--- src/lru_pkg.sv ---
// Shared types and constants for the LRU list block.
// No dependencies.
`timescale 1ns / 1ps
`default_nettype none
package lru_pkg;
  localparam logic [2:0] ACT_ADD    = 3'd0;
  localparam logic [2:0] ACT_TOUCH  = 3'd1;
  localparam logic [2:0] ACT_REMOVE = 3'd2;
  localparam logic [2:0] ACT_POP    = 3'd3;
  localparam logic [2:0] ACT_PURGE  = 3'd4;
  localparam logic [1:0] ST_DONE    = 2'd0;
  localparam logic [1:0] ST_MISSING = 2'd1;
  localparam logic [1:0] ST_LISTED  = 2'd2;
  localparam int MAX_RESULTS = 32;

  // datapath operations issued by the controller
  typedef enum logic [2:0] {
    OP_NONE, OP_UNLINK, OP_LINK, OP_CLEAR, OP_SETMARK
  } op_t;

  typedef struct packed {
    op_t        op;
    logic       use_tail;   // operate on tail slot instead of request slot
    logic       capture;    // latch operand slot (tail or request)
  } dp_cmd_t;

  typedef struct packed {
    logic [5:0] length;
    logic       tail_root;
    logic       valid;      // request slot lies within the entry range
    logic       present;
    logic       head_hit;
    logic [4:0] op_slot;
  } dp_stat_t;
endpackage
`default_nettype wire

--- src/lru_datapath.sv ---
// Datapath: link arrays, listed/root flags, head, tail and length.
// Depends on lru_pkg.
`timescale 1ns / 1ps
`default_nettype none
module lru_datapath #(
  parameter int ENTRIES = 32
) (
  input  wire logic             clk,
  input  wire logic             rst_n,
  input  wire logic [4:0]       req_slot,
  input  wire logic             req_root,
  input  wire lru_pkg::dp_cmd_t cmd,
  output lru_pkg::dp_stat_t     stat
);
  localparam int IW = (ENTRIES > 1) ? $clog2(ENTRIES) : 1;
  logic [ENTRIES-1:0] listed_r, root_r;
  logic [IW-1:0] th_r [ENTRIES];
  logic [IW-1:0] tt_r [ENTRIES];
  logic [IW-1:0] head_r, tail_r, slot_r;
  logic [5:0] len_r;
  logic [IW-1:0] s, p, n, rs;
  logic rvalid;

  assign rvalid = (32'(req_slot) < ENTRIES);
  assign rs = IW'(req_slot);
  // operand: latched slot
  assign s = slot_r;
  assign p = th_r[s];
  assign n = tt_r[s];

  assign stat.length    = len_r;
  assign stat.tail_root = root_r[tail_r];
  assign stat.valid     = rvalid;
  assign stat.present   = rvalid && listed_r[rs];
  assign stat.head_hit  = (head_r == rs);
  assign stat.op_slot   = 5'(slot_r);

  // apply one link update per cycle
  always_ff @(posedge clk) begin
    if (!rst_n) begin
      listed_r <= '0;
      root_r   <= '0;
      head_r   <= '0;
      tail_r   <= '0;
      len_r    <= '0;
      slot_r   <= '0;
    end else begin
      if (cmd.capture) slot_r <= cmd.use_tail ? tail_r : rs;
      unique case (cmd.op)
        lru_pkg::OP_UNLINK: begin
          if (s == head_r) head_r <= n; else tt_r[p] <= n;
          if (s == tail_r) tail_r <= p; else th_r[n] <= p;
          if (len_r != 0) len_r <= len_r - 6'd1;
        end
        lru_pkg::OP_LINK: begin
          th_r[s] <= s;
          if (len_r == 0) begin
            tt_r[s] <= s;
            tail_r  <= s;
          end else begin
            tt_r[s] <= head_r;
            th_r[head_r] <= s;
          end
          head_r <= s;
          len_r  <= len_r + 6'd1;
        end
        lru_pkg::OP_CLEAR: begin
          listed_r[s] <= 1'b0;
          root_r[s]   <= 1'b0;
        end
        lru_pkg::OP_SETMARK: begin
          listed_r[s] <= 1'b1;
          root_r[s]   <= req_root;
        end
        default: ;
      endcase
    end
  end
endmodule
`default_nettype wire

--- src/lru_ctrl.sv ---
// Controller: sequences datapath commands per action and forms results.
// Depends on lru_pkg.
`timescale 1ns / 1ps
`default_nettype none
module lru_ctrl (
  input  wire logic              clk,
  input  wire logic              rst_n,
  input  wire logic              in_fire,
  input  wire logic [2:0]        in_action,
  input  wire logic [5:0]        limit,
  input  wire lru_pkg::dp_stat_t stat,
  output lru_pkg::dp_cmd_t       cmd,
  output logic                   busy,
  output logic                   res_valid,
  output logic [15:0]            res_data,
  output logic                   res_last,
  input  wire logic              res_ready
);
  typedef enum logic [7:0] {
    S_IDLE  = 8'b0000_0001,
    S_DEC   = 8'b0000_0010,
    S_ULINK = 8'b0000_0100,
    S_LINK  = 8'b0000_1000,
    S_PTAIL = 8'b0001_0000,
    S_PEVIC = 8'b0010_0000,
    S_FIN   = 8'b0100_0000,
    S_OUT   = 8'b1000_0000
  } state_t;

  state_t state_r, state_nxt;
  logic [2:0] act_r;
  logic purge_r, purge_nxt;
  logic [5:0] cnt_r, cnt_nxt;
  logic rootmv_r, rootmv_nxt;
  logic ev_r, ev_nxt, last_r, last_nxt;
  logic [1:0] st_r, st_nxt;
  logic [4:0] es_r, es_nxt;
  logic more;

  assign busy = (state_r != S_IDLE);
  assign res_valid = (state_r == S_OUT);
  assign res_data = {2'b00, stat.length, st_r, es_r, ev_r};
  assign res_last = last_r;
  assign more = (stat.length > limit) && (stat.length != 0) &&
                (cnt_r < 6'(lru_pkg::MAX_RESULTS));

  always_comb begin
    state_nxt = state_r; cmd = '0;
    purge_nxt = purge_r; cnt_nxt = cnt_r; rootmv_nxt = rootmv_r;
    ev_nxt = ev_r; last_nxt = last_r; st_nxt = st_r; es_nxt = es_r;
    unique case (state_r)
      S_IDLE: if (in_fire) begin
        cmd.capture = 1'b1; state_nxt = S_DEC;
        ev_nxt = 1'b0; es_nxt = '0; st_nxt = lru_pkg::ST_DONE; last_nxt = 1'b1;
        cnt_nxt = '0; purge_nxt = 1'b0;
      end
      S_DEC: begin
        state_nxt = S_OUT;
        priority case (act_r)
          lru_pkg::ACT_ADD:
            if (!stat.valid) st_nxt = lru_pkg::ST_MISSING;
            else if (stat.present) st_nxt = lru_pkg::ST_LISTED;
            else begin cmd.op = lru_pkg::OP_SETMARK; state_nxt = S_LINK; end
          lru_pkg::ACT_TOUCH:
            if (!stat.present) st_nxt = lru_pkg::ST_MISSING;
            else if (!stat.head_hit) begin
              cmd.op = lru_pkg::OP_UNLINK; state_nxt = S_LINK;
            end
          lru_pkg::ACT_REMOVE:
            if (!stat.present) st_nxt = lru_pkg::ST_MISSING;
            else begin cmd.op = lru_pkg::OP_UNLINK; state_nxt = S_FIN; end
          lru_pkg::ACT_POP:
            if (stat.length == 0) st_nxt = lru_pkg::ST_MISSING;
            else begin cmd.capture = 1'b1; cmd.use_tail = 1'b1; state_nxt = S_PTAIL; end
          lru_pkg::ACT_PURGE: begin
            purge_nxt = 1'b1;
            if (more) begin cmd.capture = 1'b1; cmd.use_tail = 1'b1; state_nxt = S_PTAIL; end
          end
          default: ;
        endcase
        rootmv_nxt = 1'b0;
      end
      S_LINK: begin cmd.op = lru_pkg::OP_LINK; state_nxt = S_OUT; end
      S_FIN:  begin cmd.op = lru_pkg::OP_CLEAR; state_nxt = S_OUT; end
      // tail latched; move root to head once if needed
      S_PTAIL: begin
        if (!rootmv_r && stat.length > 6'd1 && stat.tail_root) begin
          cmd.op = lru_pkg::OP_UNLINK; state_nxt = S_ULINK; rootmv_nxt = 1'b1;
        end else begin
          cmd.op = lru_pkg::OP_UNLINK; state_nxt = S_PEVIC;
        end
      end
      // relink root at head and latch the new tail for eviction
      S_ULINK: begin
        cmd.op = lru_pkg::OP_LINK; cmd.capture = 1'b1; cmd.use_tail = 1'b1;
        state_nxt = S_PTAIL; rootmv_nxt = 1'b1;
      end
      // clear the evicted slot and decide whether purge goes on
      S_PEVIC: begin
        cmd.op = lru_pkg::OP_CLEAR; state_nxt = S_OUT;
        ev_nxt = 1'b1; es_nxt = stat.op_slot; cnt_nxt = cnt_r + 6'd1;
        if (purge_r)
          last_nxt = !((stat.length > limit) && (stat.length != 0) &&
                       (cnt_r < 6'(lru_pkg::MAX_RESULTS - 1)));
      end
      S_OUT: begin
        if (res_ready) begin
          if (purge_r && ev_r && !last_r) begin
            cmd.capture = 1'b1; cmd.use_tail = 1'b1; rootmv_nxt = 1'b0;
            state_nxt = S_PTAIL;
          end else state_nxt = S_IDLE;
        end
      end
      default: state_nxt = S_IDLE;
    endcase
  end

  always_ff @(posedge clk) begin
    if (!rst_n) begin
      state_r <= S_IDLE; purge_r <= 1'b0; cnt_r <= '0; rootmv_r <= 1'b0;
      ev_r <= 1'b0; last_r <= 1'b1;
    end else begin
      state_r <= state_nxt; purge_r <= purge_nxt; cnt_r <= cnt_nxt;
      rootmv_r <= rootmv_nxt; ev_r <= ev_nxt; last_r <= last_nxt;
    end
  end
  always_ff @(posedge clk) begin
    st_r <= st_nxt; es_r <= es_nxt;
    if (in_fire && state_r == S_IDLE) act_r <= in_action;
  end
endmodule
`default_nettype wire

--- src/lru_list_with_pinned_root.sv ---
// Top level of the LRU list with pinned root: controller plus datapath.
// Depends on lru_pkg, lru_ctrl, lru_datapath.
`timescale 1ns / 1ps
`default_nettype none
// Usage:
//   in_*  : one request per action (add, touch, remove, pop, purge).
//   out_* : one result per request, or one per eviction for purge;
//           out_tlast marks the final result of a request.
//   cfg_* : write purge_limit while idle.
// One request is processed at a time by the controller state machine.
// Each request is decoded first; misses and requests that change nothing then
// give their result; add/touch/remove link, unlink or clear the slot; each
// pop/purge eviction moves a root tail to the head, then unlinks and clears the tail.
// A new request can be accepted in the cycle after the last result is taken.
// The link update engine does one head/tail update per cycle.
// Reset empties the list and sets purge_limit to 32.
// If the receiver stalls, the result holds on out_tdata and no new request
// is accepted until the request's last result is taken.
module lru_list_with_pinned_root #(
  parameter int ENTRIES = 32
) (
  input  wire logic        clk,
  input  wire logic        rst_n,
  input  wire logic        in_tvalid,
  output logic             in_tready,
  input  wire logic [7:0]  in_tdata,   // action[2:0], slot[7:3]
  input  wire logic        in_tuser,   // is_root
  output logic             out_tvalid,
  input  wire logic        out_tready,
  output logic [15:0]      out_tdata,  // evicted, evicted_slot, status, list_length, pad
  output logic             out_tlast,
  input  wire logic        cfg_we,
  input  wire logic [5:0]  cfg_wdata
);
  logic [5:0] limit_r;
  logic busy, fire;
  lru_pkg::dp_cmd_t cmd;
  lru_pkg::dp_stat_t stat;
  logic [4:0] slot_r;
  logic root_r;

  assign in_tready = !busy;
  assign fire = in_tvalid && in_tready;

  // hold request slot and root flag
  always_ff @(posedge clk) begin
    if (fire) begin slot_r <= in_tdata[7:3]; root_r <= in_tuser; end
  end
  always_ff @(posedge clk) begin
    if (!rst_n) limit_r <= 6'd32;
    else if (cfg_we) limit_r <= cfg_wdata;
  end

  lru_datapath #(.ENTRIES(ENTRIES)) u_dp (
    .clk(clk), .rst_n(rst_n),
    .req_slot(fire ? in_tdata[7:3] : slot_r), .req_root(root_r),
    .cmd(cmd), .stat(stat)
  );
  lru_ctrl u_ctrl (
    .clk(clk), .rst_n(rst_n), .in_fire(fire), .in_action(in_tdata[2:0]),
    .limit(limit_r), .stat(stat), .cmd(cmd), .busy(busy),
    .res_valid(out_tvalid), .res_data(out_tdata), .res_last(out_tlast),
    .res_ready(out_tready)
  );

  a_len: assert property (@(posedge clk) disable iff (!rst_n)
    stat.length <= 6'(ENTRIES)) else $error("length overflow");
  a_nofire: assert property (@(posedge clk) disable iff (!rst_n)
    out_tvalid |-> !in_tready) else $error("accept while result pending");
  a_evslot: assert property (@(posedge clk) disable iff (!rst_n)
    (out_tvalid && !out_tdata[0]) |-> (out_tdata[5:1] == 5'd0))
    else $error("slot without eviction");
endmodule
`default_nettype wire
--- config.mk ---
export PLATFORM = sky130hd
export DESIGN_NAME = lru_list_with_pinned_root
export DESIGN_NICKNAME = d
export VERILOG_FILES = /design/src/lru_pkg.sv /design/src/lru_datapath.sv /design/src/lru_ctrl.sv /design/src/lru_list_with_pinned_root.sv
export SDC_FILE = /design/constraint.sdc
export NUM_CORES = 1
export LEC_CHECK = 0
export BUFFER_PORTS_ARGS = -buffer_cell sky130_fd_sc_hd__buf_2
export CORE_ASPECT_RATIO = 0.6
export CORE_MARGIN = 1.5
export CORE_UTILIZATION = 38
export CTS_CLUSTER_DIAMETER = 100
export DETAILED_ROUTE_END_ITERATION = 16
export HOLD_SLACK_MARGIN = 0.06
export SETUP_SLACK_MARGIN = 0.4
export SYNTH_ARGS = -nofsm -noshare
export SYNTH_HDL_FRONTEND = slang
export SYNTH_SLANG_ARGS = --single-unit
--- constraint.sdc ---
create_clock -name clk -period 5.7 [get_ports clk]
set_input_delay 0.285 -clock clk [delete_from_list [all_inputs] [get_ports clk]]
set_output_delay 0.285 -clock clk [all_outputs]
set_load 0.05 [all_outputs]
==> impl_metrics.csv, run 1 <==
group,metric,value,unit
timing,maxSlewViolCount,0,
final_layout,drive_gt1_share,18.1,%
routing,first_pass_iters,8,
synth,ys_ff_latch,450,
setup_path,max_stage_delay,830,ps
synth,avgSynthCellArea,12.4,µm²
clock_tree,ctsRootBufferMaster,"clkbuf_16",
timing,rsz0062_at_grt,"false",
setup_path,required,5930,ps
global_routing,grtUsageTotal,21.4,%
global_routing,grt_overflow_total,0,
worst_hold_path,hold_start,"cfg_we",
job,max_cap_viol_count,0,
placement,dpl-instance-area,22100,µm²
power_and_ir_drop,switchingPower,0.00191,W
clock_tree,postCtsSetupBuffers,0,
timing,maxClockFrequency,204,MHz
placement,port_buffers,36,
global_routing,grt_max_degree,84,
clock_tree,insertion_delay,590,ps
global_routing,grt_pass1_vias,14200,
final_layout,final_util,43.3,%
routing,first_iter_violations,2146,
die,floorplan.initialDensity,38.8,%
die,ios,39,
synth,ys.flop_type,"edfxtp_1",
clock_tree,cts_max_level,2,
synth,synthCells,1711,
routing,drc,0,
synth,netlist_top_cells_area,"edfxtp_1 47%, mux4_2 12%, dfxtp_1 11%",
setup_path,r2r_end,"u_dp.tt_r[6][1]$_DFFE_PP_",
routing,wl_met2,24.1,mm
setup_path,cp-end-kind,"flip-flop",
setup_path,crit_chain,"or4_1, o31ai_1, and2_1, inv_1, a311o_1, nand4_2, buf_4, o221ai_2, o21a_1, buf_4, nor3_1",
synth,synth_top_area_share,46.9,%
clock_tree,cts_tree,"built",
clock_tree,clk_pin_slew_worst_paths,70,ps
routing,wl_met1,29.3,mm
worst_hold_path,min_delay_path_depth,2,
synth,synth_enable_flop_cells,331,
routing,vias,15000,
setup_path,crit_top_cell,"buf_4",
routing,wl,60.9,mm
die,row_count,66,
placement,gp_congestion,0.938,
timing,fin_tns_setup,0,ps
synth,synth-seq-area-share,58.1,%
timing,whs,84.2,ps
setup_path,r2r_start,"u_ctrl.state_r[7]$_SDFFE_PN0P_",
timing,worst_slew_pin_slew,1200,ps
power_and_ir_drop,pwr-share-seq,49.1,%
setup_path,cp_max_fo,32,
setup_path,ff2ff_setup_slack,790,ps
timing,skew,24.6,ps
power_and_ir_drop,ir_drop,0.000228,V
synth,yosys_warnings,0,
setup_path,rr_worst_depth,11,
synth,synth_top_cells_by_count,"331 x edfxtp_1, 210 x a21oi_1, 167 x nand2_1",
routing,met3_length,6.53,mm
synth,yosysTopAreaCell,"edfxtp_1",
power_and_ir_drop,p_leak,7.45,nW
global_routing,grt_pass1_wl,92.6,mm
run_status,outcome,"finished clean",
final_layout,stdcell_area,23700,µm²
timing,finalHoldViolCount,0,
timing,min_period_over_period,86.2,%
die,die_h,186,µm
worst_hold_path,hp-class,"primary input to flip-flop",
clock_tree,numCtsBuffers,43,
routing,highest_layer,"met4",
die,die_w,308,µm
power_and_ir_drop,internal_power,0.00556,W
synth,synthMostInstantiatedCell,"edfxtp_1",
final_layout,diodes,0,
clock_tree,cts.sinks,450,
setup_path,critPathLaunch,"u_ctrl.state_r[7]$_SDFFE_PN0P_",
global_routing,grt_antenna_before_repair,0,
routing,avgRoutedWirePerCell,24.7,µm
die,dieArea,57300,µm²
timing,setup_viol,0,
power_and_ir_drop,clkPwrFrac,39.7,%
setup_path,arrival,5140,ps
setup_path,cpMaxStageDelayCell,"or4_1",
routing,ant_nets,0,
power_and_ir_drop,combPwrFrac,11.2,%
timing,relSlewSlack,19.6,%
timing,min_period,4910,ps
setup_path,worstSetupStartpointType,"flip-flop",
die,core_area,54700,µm²
power_and_ir_drop,p_per_area,316,nW/µm²
worst_hold_path,whs_endpoint,"limit_r[5]$_SDFFE_PN1P_",
placement,dp_hpwl,39.9,mm
clock_tree,clock_path_buffers,3,
routing,avgViaCountPerCell,6.08,
final_layout,fillers,5004,
synth,synth_area,21200,µm²
final_layout,area_growth,11.5,%
power_and_ir_drop,swShare,25.6,%
final_layout,nNetsFinal,1719,
setup_path,crit_type,"flip-flop to flip-flop",
synth,async_reset_ff_share,0,%
synth,synth_cell_types,83,
==> sequential cells by signal (all words and copies together), names as in the netlist, 6 cells and up, named ones only <==
register / cells
u_dp.len_r: 6
u_ctrl.state_r: 8
u_ctrl.cnt_r: 6
limit_r: 6
u_dp.root_r: 32
u_dp.th_r: 160
u_dp.tt_r: 160
==> how the worst max path moves through the flow <==
stage                                  to  cells past startpoint  slack [ps]
3_5_place_dp   u_dp.tt_r[16][1]$_DFFE_PP_                     11         830
2_1_floorplan  u_dp.th_r[16][0]$_DFFE_PP_                     10        1590
6_report        u_dp.tt_r[6][1]$_DFFE_PP_                     11         790
5_1_grt        u_dp.tt_r[23][1]$_DFFE_PP_                     11         490
3_3_place_gp    u_dp.tt_r[6][1]$_DFFE_PP_                     13        1040
4_1_cts        u_dp.tt_r[16][1]$_DFFE_PP_                     11         850
==> cells in the final DEF, fill, tap and decap left out, types with 13 or more instances in the layout <==
cell type	count
o211ai_1	35
clkbuf_16	43
nor3_1	43
nand3_1	92
nor2_1	50
and2_1	13
buf_2	35
dlygate4sd3_1	13
buf_4	46
and3_1	16
a21oi_1	210
mux4_2	110
o22ai_1	33
mux2i_1	34
nand2_1	166
dfxtp_1	117
inv_1	25
o21ai_0	64
edfxtp_1	331
==> per-stage QoR <==
step	power (W)	setup slack (ps)	std cells
after floorplan	0.00428	1590	1712
after global placement	0.00454	1040	2379
after detailed placement	0.00456	828	2379
after CTS	0.00750	848	2468
after global routing	0.00770	492	2468
final	0.00747	787	2468
==> layout make-up <==
class	count	area [µm²]	share of cell area, %
Sequential cell	450	12300	52.1
Multi-Input combinational cell	1072	8200	34.7
Clock buffer	49	1120	4.73
Tap cell	748	936	3.96
Timing Repair Buffer	95	671	2.84
Clock inverter	27	295	1.25
Inverter	27	101	0.428
==> worst max-delay path: cells and delay by family (launching register included) <==
family | cells | cell delay, ps
buffers and inverters | 3 | 700
AO/OA/AOI/OAI | 4 | 1450
AND/OR/NAND/NOR | 4 | 2010
flip-flops | 1 | 360
==> power by group through the flow <==
| stage | registers, W | logic [W] | clock network (W) |
|---|---|---|---|
| floorplan | 0.00371 | 0.000566 | 0 |
| global placement | 0.00374 | 0.000798 | 0 |
| detailed placement | 0.00374 | 0.000814 | 0 |
| CTS | 0.00367 | 0.000822 | 0.00301 |
| global route | 0.00367 | 0.000894 | 0.00313 |
| finish | 0.00367 | 0.000835 | 0.00297 |
==> logic make-up after synthesis <==
group,Yosys count,share of synthesized area [%]
muxes,158,14.0
xor gates and xnor gates,17,0.702
DFF,450,58.1
buffers and inverters,190,3.82
adders and majority gates,10,0.590
other,1,0.0177
AOI/OAI and AO/OA,413,11.6
and+or+nand+nor,472,11.1
==> per-layer routing <==
layer / track usage, % / up-vias
li1: - / 6512
met1: 34.9 / 7627
met2: 28.5 / 799
met3: 4.73 / 79
met4: 4.02 / 0
met5: 0.517 / -
==> repair_timing <==
action                    in CTS  in global routing
gates resized for setup        0                  0
hold endpoints to repair      14                  0
hold buffers                  13                  0
Note: power is estimated with default switching activity, not from simulation.
==> inputs of run 2 (changes only) <==
--- a/config.mk
+++ b/config.mk
@@ -10,5 +10,5 @@
 export CORE_MARGIN = 1.5
 export CORE_UTILIZATION = 38
-export CTS_CLUSTER_DIAMETER = 100
+export CTS_CLUSTER_DIAMETER = 50
 export DETAILED_ROUTE_END_ITERATION = 16
 export HOLD_SLACK_MARGIN = 0.06
==> constraint.sdc (replaced) <==
create_clock -name clk -period 5.7 [get_ports clk]
set_input_delay 0.285 -clock clk [delete_from_list [all_inputs] [get_ports clk]]
set_output_delay 0.285 -clock clk [all_outputs]
set_load 0.1 [all_outputs]
==> impl_metrics.csv, run 2 (synthesis gave the netlist of run 1 again) <==
group,metric,value,unit
timing,relSlewSlack,17.4,%
clock_tree,cts_tree,"built",
die,row_count,66,
global_routing,top_usage_layer,"met1",
global_routing,grt_max_degree,84,
die,dieArea,57300,µm²
routing,avgRoutedWirePerCell,24.6,µm
power_and_ir_drop,p_leak,7.46,nW
routing,avgViaCountPerCell,6.06,
timing,maxClockFrequency,203,MHz
clock_tree,cts_resized,0,
routing,vias,15000,
clock_tree,insertion_delay,590,ps
clock_tree,clock_path_buffers,3,
timing,rsz0062_at_grt,"false",
worst_hold_path,hold_start,"cfg_we",
global_routing,grt_pass1_vias,14200,
final_layout,nNetsFinal,1720,
die,die_w,308,µm
final_layout,reg_top3,"u_dp.th_r: 160 flops, u_dp.tt_r: 160 flops, u_dp.root_r: 32 flops",
placement,dp_hpwl,39.9,mm
setup_path,r2r_start,"u_ctrl.state_r[7]$_SDFFE_PN0P_",
placement,gp_congestion,0.938,
die,die_h,186,µm
setup_path,crit_chain,"or4_1, o31ai_1, and2_1, inv_1, a311o_1, nand4_2, buf_4, o221ai_2, o21a_1, buf_4, nor3_1",
setup_path,required,5910,ps
global_routing,grtUsageTotal,21.3,%
timing,setup_viol,0,
timing,fin_tns_setup,0,ps
timing,setup_slack,770,ps
routing,first_pass_iters,6,
job,max_cap_viol_count,0,
final_layout,mostFrequentLayoutCell,"edfxtp_1",
clock_tree,cts_max_level,2,
clock_tree,clk_pin_slew_worst_paths,70,ps
power_and_ir_drop,p_per_area,317,nW/µm²
routing,ant_nets,0,
global_routing,use_met1,34.5,%
timing,worst_slew_pin_slew,1230,ps
die,core_area,54700,µm²
die,ios,39,
setup_path,cp-end-kind,"flip-flop",
setup_path,worstSetupStartpointType,"flip-flop",
final_layout,layout_common_cells,"331 x edfxtp_1, 210 x a21oi_1, 166 x nand2_1, 117 x dfxtp_1, 110 x mux4_2",
power_and_ir_drop,power,0.00750,W
clock_tree,numCtsBuffers,44,
run_status,outcome,"finished clean",
placement,place_ws,828,ps
global_routing,grt_pass1_wl,92.3,mm
timing,min_period,4930,ps
final_layout,diodes,0,
placement,port_buffers,36,
setup_path,cp_max_fo,32,
setup_path,arrival,5140,ps
global_routing,met2_usage,28.4,%
routing,wl,60.8,mm
global_routing,grt_antenna_before_repair,1,
routing,drc,0,
timing,finalHoldViolCount,0,
final_layout,final_util,43.3,%
setup_path,critPathLaunch,"u_ctrl.state_r[7]$_SDFFE_PN0P_",
worst_hold_path,min_delay_path_depth,2,
setup_path,crit_top_cell,"buf_4",
timing,skew,24.5,ps
setup_path,max_stage_delay,830,ps
setup_path,rr_worst_depth,11,
final_layout,area_growth,11.6,%
power_and_ir_drop,ir_drop,0.000181,V
routing,first_iter_violations,2194,
clock_tree,ctsRootBufferMaster,"clkbuf_16",
clock_tree,cts.sinks,450,
timing,maxSlewViolCount,0,
final_layout,drive_gt1_share,18.4,%
global_routing,met3_usage,5.27,%
global_routing,grt_overflow_total,0,
setup_path,cpMaxStageDelayCell,"or4_1",
die,floorplan.initialDensity,38.8,%
worst_hold_path,hp-class,"primary input to flip-flop",
setup_path,crit_type,"flip-flop to flip-flop",
timing,min_period_over_period,86.5,%
==> run 2: area by class of cell <==
cell class | instances | area, µm²
Fill cell | 4992 | 31000
Sequential cell | 450 | 12300
Multi-Input combinational cell | 1072 | 8200
Clock buffer | 53 | 1180
Tap cell | 748 | 936
Timing Repair Buffer | 95 | 671
Clock inverter | 29 | 260
Inverter | 27 | 101
==> run 2: through the flow <==
step / instance area [µm²] / hold slack, ps / std cells
floorplan: 21200 / 384 / 1712
global placement: 22100 / 448 / 2379
detailed placement: 22100 / 459 / 2379
CTS: 23700 / 64.7 / 2474
global route: 23700 / 76.2 / 2474
finish: 23700 / 82.7 / 2474
==> run 2: critical path, delay by kind of cell (launching register included) <==
family	cells	cell delay, ps
and+or+nand+nor	4	2010
AOI/OAI and AO/OA	4	1480
buffers and inverters	3	690
DFF	1	360
==> run 2: power by group <==
part	switching [W]	total [W]	internal (W)
Combinational	0.000550	0.000851	0.000301
Sequential	0.0000570	0.00367	0.00361
Clock	0.00135	0.00298	0.00163
Total	0.00195	0.00750	0.00554
==> run 2: worst paths after layout <==
check | endpoint | slack [ps]
max | u_dp.tt_r[6][2]$_DFFE_PP_ | 770
min reg2reg | u_ctrl.cnt_r[5]$_SDFFE_PN0P_ | 460
max reg2reg | u_dp.tt_r[6][2]$_DFFE_PP_ | 770
min | limit_r[5]$_SDFFE_PN1P_ | 80
==> run 2: metal layers <==
metal | vias up | wire [µm]
li1 | 6512 | -
met1 | 7557 | 29100
met2 | 847 | 24100
met3 | 76 | 6680
met4 | 2 | 887
met5 | - | 10
==> run 2: timing repair <==
| item | in CTS | in global routing |
|---|---|---|
| hold buffers | 13 | 0 |
| endpoints found under the hold margin | 14 | 0 |
| setup buffers | 0 | 0 |
